## src/rtl/v3acc_pkg.sv

```systemverilog
`timescale 1ns / 1ps
`default_nettype none
package v3acc_pkg;

    localparam int FRAC_BITS  = 16;
    localparam int DATA_W     = 32;
    localparam int PROD_W     = 2 * DATA_W;
    localparam int ACC_W      = PROD_W + 1;
    localparam int DIV_W      = DATA_W + FRAC_BITS;
    localparam int SQRT_STEPS = DATA_W;
    localparam int CNT_W      = $clog2(DIV_W);

    typedef enum logic [1:0] {
        KIND_LOAD  = 2'd0,
        KIND_ADD   = 2'd1,
        KIND_CROSS = 2'd2,
        KIND_NORM  = 2'd3
    } kind_t;

    typedef enum logic [4:0] {
        CMD_NOP,
        CMD_LATCH,
        CMD_LOAD,
        CMD_ADD,
        CMD_PROD_CR,
        CMD_PROD_SQ,
        CMD_ACC_SET,
        CMD_ACC_ADD,
        CMD_ACC_SUB,
        CMD_CR_WR,
        CMD_SQRT_INIT,
        CMD_SQRT_STEP,
        CMD_DIV_INIT,
        CMD_DIV_STEP,
        CMD_DIV_WR,
        CMD_COMMIT,
        CMD_OUT
    } cmd_op_t;

    typedef struct packed {
        cmd_op_t     op;
        logic [1:0]  comp;
        logic        half;
    } cmd_t;

    typedef struct packed {
        kind_t kind;
        logic  vec_zero;
    } status_t;

    typedef enum logic [3:0] {
        ST_IDLE,
        ST_EXEC,
        ST_CR_PROD,
        ST_CR_ACC,
        ST_CR_WR,
        ST_SQ_PROD,
        ST_SQ_ACC,
        ST_SQRT_INIT,
        ST_SQRT_STEP,
        ST_DIV_INIT,
        ST_DIV_STEP,
        ST_DIV_WR,
        ST_COMMIT,
        ST_DONE
    } state_t;

endpackage
`default_nettype wire

```

## src/rtl/v3acc_ctrl.sv

```systemverilog
`timescale 1ns / 1ps
`default_nettype none
module v3acc_ctrl
    import v3acc_pkg::*;
(
    input  wire logic    clk,
    input  wire logic    rst_n,
    input  wire logic    in_valid,
    output logic         in_ready,
    output logic         out_valid,
    input  wire logic    out_ready,
    input  wire status_t status,
    output cmd_t         cmd
);

    state_t           state_reg, state_next;
    logic [1:0]       comp_reg, comp_next;
    logic             half_reg, half_next;
    logic [CNT_W-1:0] cnt_reg, cnt_next;
    logic             ovalid_reg, ovalid_next;

    always_ff @(posedge clk or negedge rst_n)
    begin
        if (!rst_n)
        begin
            state_reg  <= ST_IDLE;
            comp_reg   <= '0;
            half_reg   <= 1'b0;
            cnt_reg    <= '0;
            ovalid_reg <= 1'b0;
        end
        else
        begin
            state_reg  <= state_next;
            comp_reg   <= comp_next;
            half_reg   <= half_next;
            cnt_reg    <= cnt_next;
            ovalid_reg <= ovalid_next;
        end
    end

    always_comb
    begin
        state_next  = state_reg;
        comp_next   = comp_reg;
        half_next   = half_reg;
        cnt_next    = cnt_reg;
        ovalid_next = ovalid_reg && !out_ready;
        in_ready    = 1'b0;
        cmd.op      = CMD_NOP;
        cmd.comp    = comp_reg;
        cmd.half    = half_reg;
        case (state_reg)
            ST_IDLE:
            begin
                in_ready = 1'b1;
                if (in_valid)
                begin
                    cmd.op     = CMD_LATCH;
                    state_next = ST_EXEC;
                end
            end
            ST_EXEC:
            begin
                comp_next = '0;
                half_next = 1'b0;
                case (status.kind)
                    KIND_LOAD:
                    begin
                        cmd.op     = CMD_LOAD;
                        state_next = ST_DONE;
                    end
                    KIND_ADD:
                    begin
                        cmd.op     = CMD_ADD;
                        state_next = ST_DONE;
                    end
                    KIND_CROSS: state_next = ST_CR_PROD;
                    default:    state_next = status.vec_zero ? ST_DONE : ST_SQ_PROD;
                endcase
            end
            ST_CR_PROD:
            begin
                cmd.op     = CMD_PROD_CR;
                state_next = ST_CR_ACC;
            end
            ST_CR_ACC:
            begin
                cmd.op = half_reg ? CMD_ACC_SUB : CMD_ACC_SET;
                if (!half_reg)
                begin
                    half_next  = 1'b1;
                    state_next = ST_CR_PROD;
                end
                else
                    state_next = ST_CR_WR;
            end
            ST_CR_WR:
            begin
                cmd.op    = CMD_CR_WR;
                half_next = 1'b0;
                if (comp_reg == 2'd2)
                    state_next = ST_COMMIT;
                else
                begin
                    comp_next  = comp_reg + 2'd1;
                    state_next = ST_CR_PROD;
                end
            end
            ST_SQ_PROD:
            begin
                cmd.op     = CMD_PROD_SQ;
                state_next = ST_SQ_ACC;
            end
            ST_SQ_ACC:
            begin
                cmd.op = (comp_reg == 2'd0) ? CMD_ACC_SET : CMD_ACC_ADD;
                if (comp_reg == 2'd2)
                    state_next = ST_SQRT_INIT;
                else
                begin
                    comp_next  = comp_reg + 2'd1;
                    state_next = ST_SQ_PROD;
                end
            end
            ST_SQRT_INIT:
            begin
                cmd.op     = CMD_SQRT_INIT;
                cnt_next   = CNT_W'(SQRT_STEPS - 1);
                state_next = ST_SQRT_STEP;
            end
            ST_SQRT_STEP:
            begin
                cmd.op = CMD_SQRT_STEP;
                if (cnt_reg == '0)
                begin
                    comp_next  = '0;
                    state_next = ST_DIV_INIT;
                end
                else
                    cnt_next = cnt_reg - 1'b1;
            end
            ST_DIV_INIT:
            begin
                cmd.op     = CMD_DIV_INIT;
                cnt_next   = CNT_W'(DIV_W - 1);
                state_next = ST_DIV_STEP;
            end
            ST_DIV_STEP:
            begin
                cmd.op = CMD_DIV_STEP;
                if (cnt_reg == '0)
                    state_next = ST_DIV_WR;
                else
                    cnt_next = cnt_reg - 1'b1;
            end
            ST_DIV_WR:
            begin
                cmd.op = CMD_DIV_WR;
                if (comp_reg == 2'd2)
                    state_next = ST_COMMIT;
                else
                begin
                    comp_next  = comp_reg + 2'd1;
                    state_next = ST_DIV_INIT;
                end
            end
            ST_COMMIT:
            begin
                cmd.op     = CMD_COMMIT;
                state_next = ST_DONE;
            end
            ST_DONE:
            begin
                // wait for the output register to drain
                if (!ovalid_reg || out_ready)
                begin
                    cmd.op      = CMD_OUT;
                    ovalid_next = 1'b1;
                    state_next  = ST_IDLE;
                end
            end
            default: state_next = ST_IDLE;
        endcase
    end

    assign out_valid = ovalid_reg;

    a_accept_busy: assert property (@(posedge clk) disable iff (!rst_n)
        (in_valid && in_ready) |=> (state_reg == ST_EXEC))
        else $error("accepted word did not start execution");

    a_out_from_done: assert property (@(posedge clk) disable iff (!rst_n)
        $rose(out_valid) |-> $past(state_reg == ST_DONE))
        else $error("result raised outside done state");

    a_comp_range: assert property (@(posedge clk) disable iff (!rst_n)
        comp_reg != 2'd3)
        else $error("component index out of range");

    a_div_cnt: assert property (@(posedge clk) disable iff (!rst_n)
        (state_reg == ST_DIV_STEP) |-> (cnt_reg < CNT_W'(DIV_W)))
        else $error("division step count out of range");

endmodule
`default_nettype wire

```

## config.mk

```make
export PLATFORM = sky130hd
export DESIGN_NAME = v3acc_ctrl
export DESIGN_NICKNAME = d
export VERILOG_FILES = /design/src/rtl/v3acc_pkg.sv /design/src/rtl/v3acc_ctrl.sv
export SDC_FILE = /design/constraint.sdc
export NUM_CORES = 1
export LEC_CHECK = 0
export ABC_AREA = 0
export ABC_CLOCK_PERIOD_IN_PS = 2200
export BUFFER_PORTS_ARGS = -buffer_cell sky130_fd_sc_hd__buf_2
export CAP_MARGIN = 20
export CORE_UTILIZATION = 59
export CTS_BUF_LIST = sky130_fd_sc_hd__clkbuf_2
export CTS_CLUSTER_SIZE = 40
export DETAILED_ROUTE_END_ITERATION = 10
export HOLD_SLACK_MARGIN = 0.02
export PLACE_DENSITY = 0.82
export SYNTH_ARGS = -nofsm -noshare
export SYNTH_HDL_FRONTEND = slang
export SYNTH_SLANG_ARGS = --single-unit
export TNS_END_PERCENT = 50
```

## constraint.sdc

```tcl
create_clock -name clk -period 2.2 [get_ports clk]
set_input_delay 0.11 -clock clk [delete_from_list [all_inputs] [get_ports clk]]
set_output_delay 0.11 -clock clk [all_outputs]
set_load 0.02 [all_outputs]
```

==> results_dict.tcl <==
set metrics [dict create \
    clkSinkCount 14 \
    crit_path_start_kind "flip-flop" \
    synth_area_leader_cell "dfrtp_1" \
    cpMaxStageDelayCell "dfrtp_1" \
    drt-initial-drc-count 56 \
    clock_skew_ps 8.24 \
    grtUsageMet3_pct 3.85 \
    synth_top_area_share_pct 29.1 \
    path_cells "or2_2 -> nand2_1 -> a21oi_1 -> or3_1 -> buf_2" \
    ys_ff_latch 14 \
    min_period_ps 2050 \
    wl_per_cell_um 14.3 \
    min_path_type "input port to flip-flop" \
    synth.most_common_cell "nand2_1" \
    firstDrtPassIters 4 \
    clkPwrFrac_pct 6.4 \
    whs_path_depth 3 \
    drt-total-wl_mm 2.67 \
    cap_violations 0 \
    diodes 0 \
    max_freq_mhz 489 \
    cp-end-kind "output pin" \
    hold_viol_final 0 \
    path_max_fanout 19 \
    die_x_um 47.1 \
    tns_ps 0 \
    num_io_pins 17 \
    rows 15 \
    synthesis.nets 161 \
    cts-root-buf "clkbuf_2" \
    grtUsageMet2_pct 43.3 \
    max_stage_delay_ps 590 \
    relSlewSlack_pct 66.6 \
    vias_per_cell 6.05 \
    syn2layout_area_growth_pct 6.56 \
    seq_area_um2 352 \
    grt_usage_pct 27.3 \
    cp_data_required_time_ps 2090 \
    synthArstFlopShare_pct 100 \
    htree_num_levels 1 \
    irDropWorstVdd_mv 0.878 \
    ys_types 46 \
    comb_power_share_pct 64.8 \
    coreArea_um2 1820 \
    grt_use_met1_pct 37.1 \
    yosysWarnings 0 \
    antenna_found_initial 0 \
    die_h_um 47.1 \
    whs_ps 117 \
    die-area_um2 2220 \
    finish.utilization_pct 70.4 \
    synthCells 150 \
    dp_hpwl_mm 1.97 \
    grt_pass1_wl_mm 4.22 \
    ys.flop_type "dfrtp_1" \
    multi_input_area_um2 741 \
    vias 1125 \
    ant_nets 0 \
    initial_core_util_pct 66.0 \
    post_route_cells_drive_above_1_share_pct 18.6 \
    placement.io_buffers 16 \
    grt_max_degree 21 \
    synth_seq_area_share_pct 29.1 \
    postPlaceCellArea_um2 1250 \
    p_sw_mw 1.08 \
    crit_type "flip-flop to output pin" \
    outcome "complete, no violations" \
    nFillCells 168 \
    seq_power_share_pct 28.8 \
    finalCritPeriodShare_pct 93.0 \
    synth_edf_count 0 \
    insertion_delay_ps 290 \
    grt_overflow 0 \
    drc 0 \
    design_area_um2 1280 \
    setup_viol 0 \
    powerDensity_nw_per_um2 1600 \
    p_leak_nw 0.573 \
    cts_buffers 3 \
    place.gp.congestion 0.939 \
    synth_area_um2 1200 \
    drv_slew 0 \
    swShare_pct 52.6 \
    synth.area.top_cells "dfrtp_1 29%, nand2_1 5.0%, nor2_1 4.4%" \
    grt_setup_unrepaired "no" \
    synth.avg_cell_area_um2 8.02 \
    final_cells 186 \
    cts_tree "built" \
    reg2reg_depth 6 \
    clk_path_buf_depth 2 \
    tightest_slew_ps 500 \
    p_int_mw 0.974 \
    path_clk_slew_ps 160 \
    top_usage_layer "met2" \
    largest_reg_flops 6 \
    final_nets 173 \
    dp.cells 181 \
    arrival_ps 1940 \
    synth_common_cells "16 x nand2_1, 14 x dfrtp_1, 14 x nor2_1" \
    grt_pass1_vias 961 \
]
-- cell families (layout without fill, tap and decap cells) --
family | after synthesis | count (layout) | share of synthesized area, %
and+or+nand+nor | 67 | 67 | 30.2
AOI/OAI and AO/OA | 38 | 38 | 22.2
xor gates and xnor gates | 1 | 1 | 0.729
muxes | 5 | 5 | 4.37
buffers and inverters | 21 | 32 | 9.26
DFF | 14 | 14 | 29.1
adders and majority gates | 4 | 4 | 4.16
-- metal layers --
| metal | share of wire (%) | wire length, um | vias to the layer above |
|---|---|---|---|
| met5 | 0 | 0 | - |
| met4 | 1.4 | 38 | 0 |
| met3 | 4.1 | 108 | 7 |
| met2 | 48 | 1270 | 40 |
| met1 | 47 | 1250 | 523 |
| li1 | - | - | 555 |
-- worst paths after layout --
check	startpoint	to	slack, ps
worst min-delay path	out_ready	out_valid	120
worst min register to register	out_valid	out_valid	550
max in group asynchronous	rst_n	state_reg[0]	1730
min in group asynchronous	rst_n	state_reg[1]	220
worst max register to register	cnt_reg[0]	comp_reg[0]	330
worst max-delay path	state_reg[1]	cmd[5]	150
-- repair_timing --
action                                  in CTS  in global routing
hold buffers                                 1                  0
resized for setup                            0                  1
endpoints found under the setup margin       0                  2
hold endpoints to repair                    14                  0
setup buffers                                0                  0
-- layout make-up --
type | count | area share (%)
Inverter | 9 | 2.64
Multi-Input combinational cell | 115 | 57.8
Tap cell | 25 | 2.44
Clock inverter | 1 | 0.293
Timing Repair Buffer | 19 | 8.20
Clock buffer | 3 | 1.17
Sequential cell | 14 | 27.4
-- placed cells by master (no fill, tap or decap), drive strengths merged, types with 2 or more instances in the layout --
cell    synthesis  layout
o31ai           2       2
nor3b           4       4
dfrtp          14      14
mux2i           3       3
nand2          16      16
a21oi           8       8
o21ai           8       8
or3             4       4
ha              4       4
nand3           3       3
nor2b           4       4
nor2           15      15
a22oi           3       3
o311ai          2       2
a21o            2       2
mux2            2       2
a211o           2       2
a22o            2       2
inv             9       9
clkbuf          3       3
buf             9      18
nand2b          7       7
nor3            7       7
-- stage by stage --
step | power (mW) | setup WS (ps)
6_report | 2.05 | 155
5_1_grt | 2.22 | 47.7
4_1_cts | 2.04 | 151
3_5_place_dp | 1.90 | 358
3_3_place_gp | 1.87 | 439
2_1_floorplan | 1.67 | 368
-- power by group through the flow --
stage	Clock (mW)	Sequential, mW	Combinational [mW]
2_1_floorplan	0	0.473	1.20
3_3_place_gp	0	0.579	1.29
3_5_place_dp	0	0.587	1.32
4_1_cts	0.131	0.583	1.33
5_1_grt	0.143	0.618	1.46
6_report	0.132	0.592	1.33
-- worst max-delay path: cells and delay by family, from the launching register on --
| kind | cells | cell delay, ps |
|---|---|---|
| and+or+nand+nor | 3 | 820 |
| AOI/OAI and AO/OA | 1 | 60 |
| DFF | 1 | 590 |
| buffers and inverters | 1 | 160 |
(Power assumes the default switching activity.)
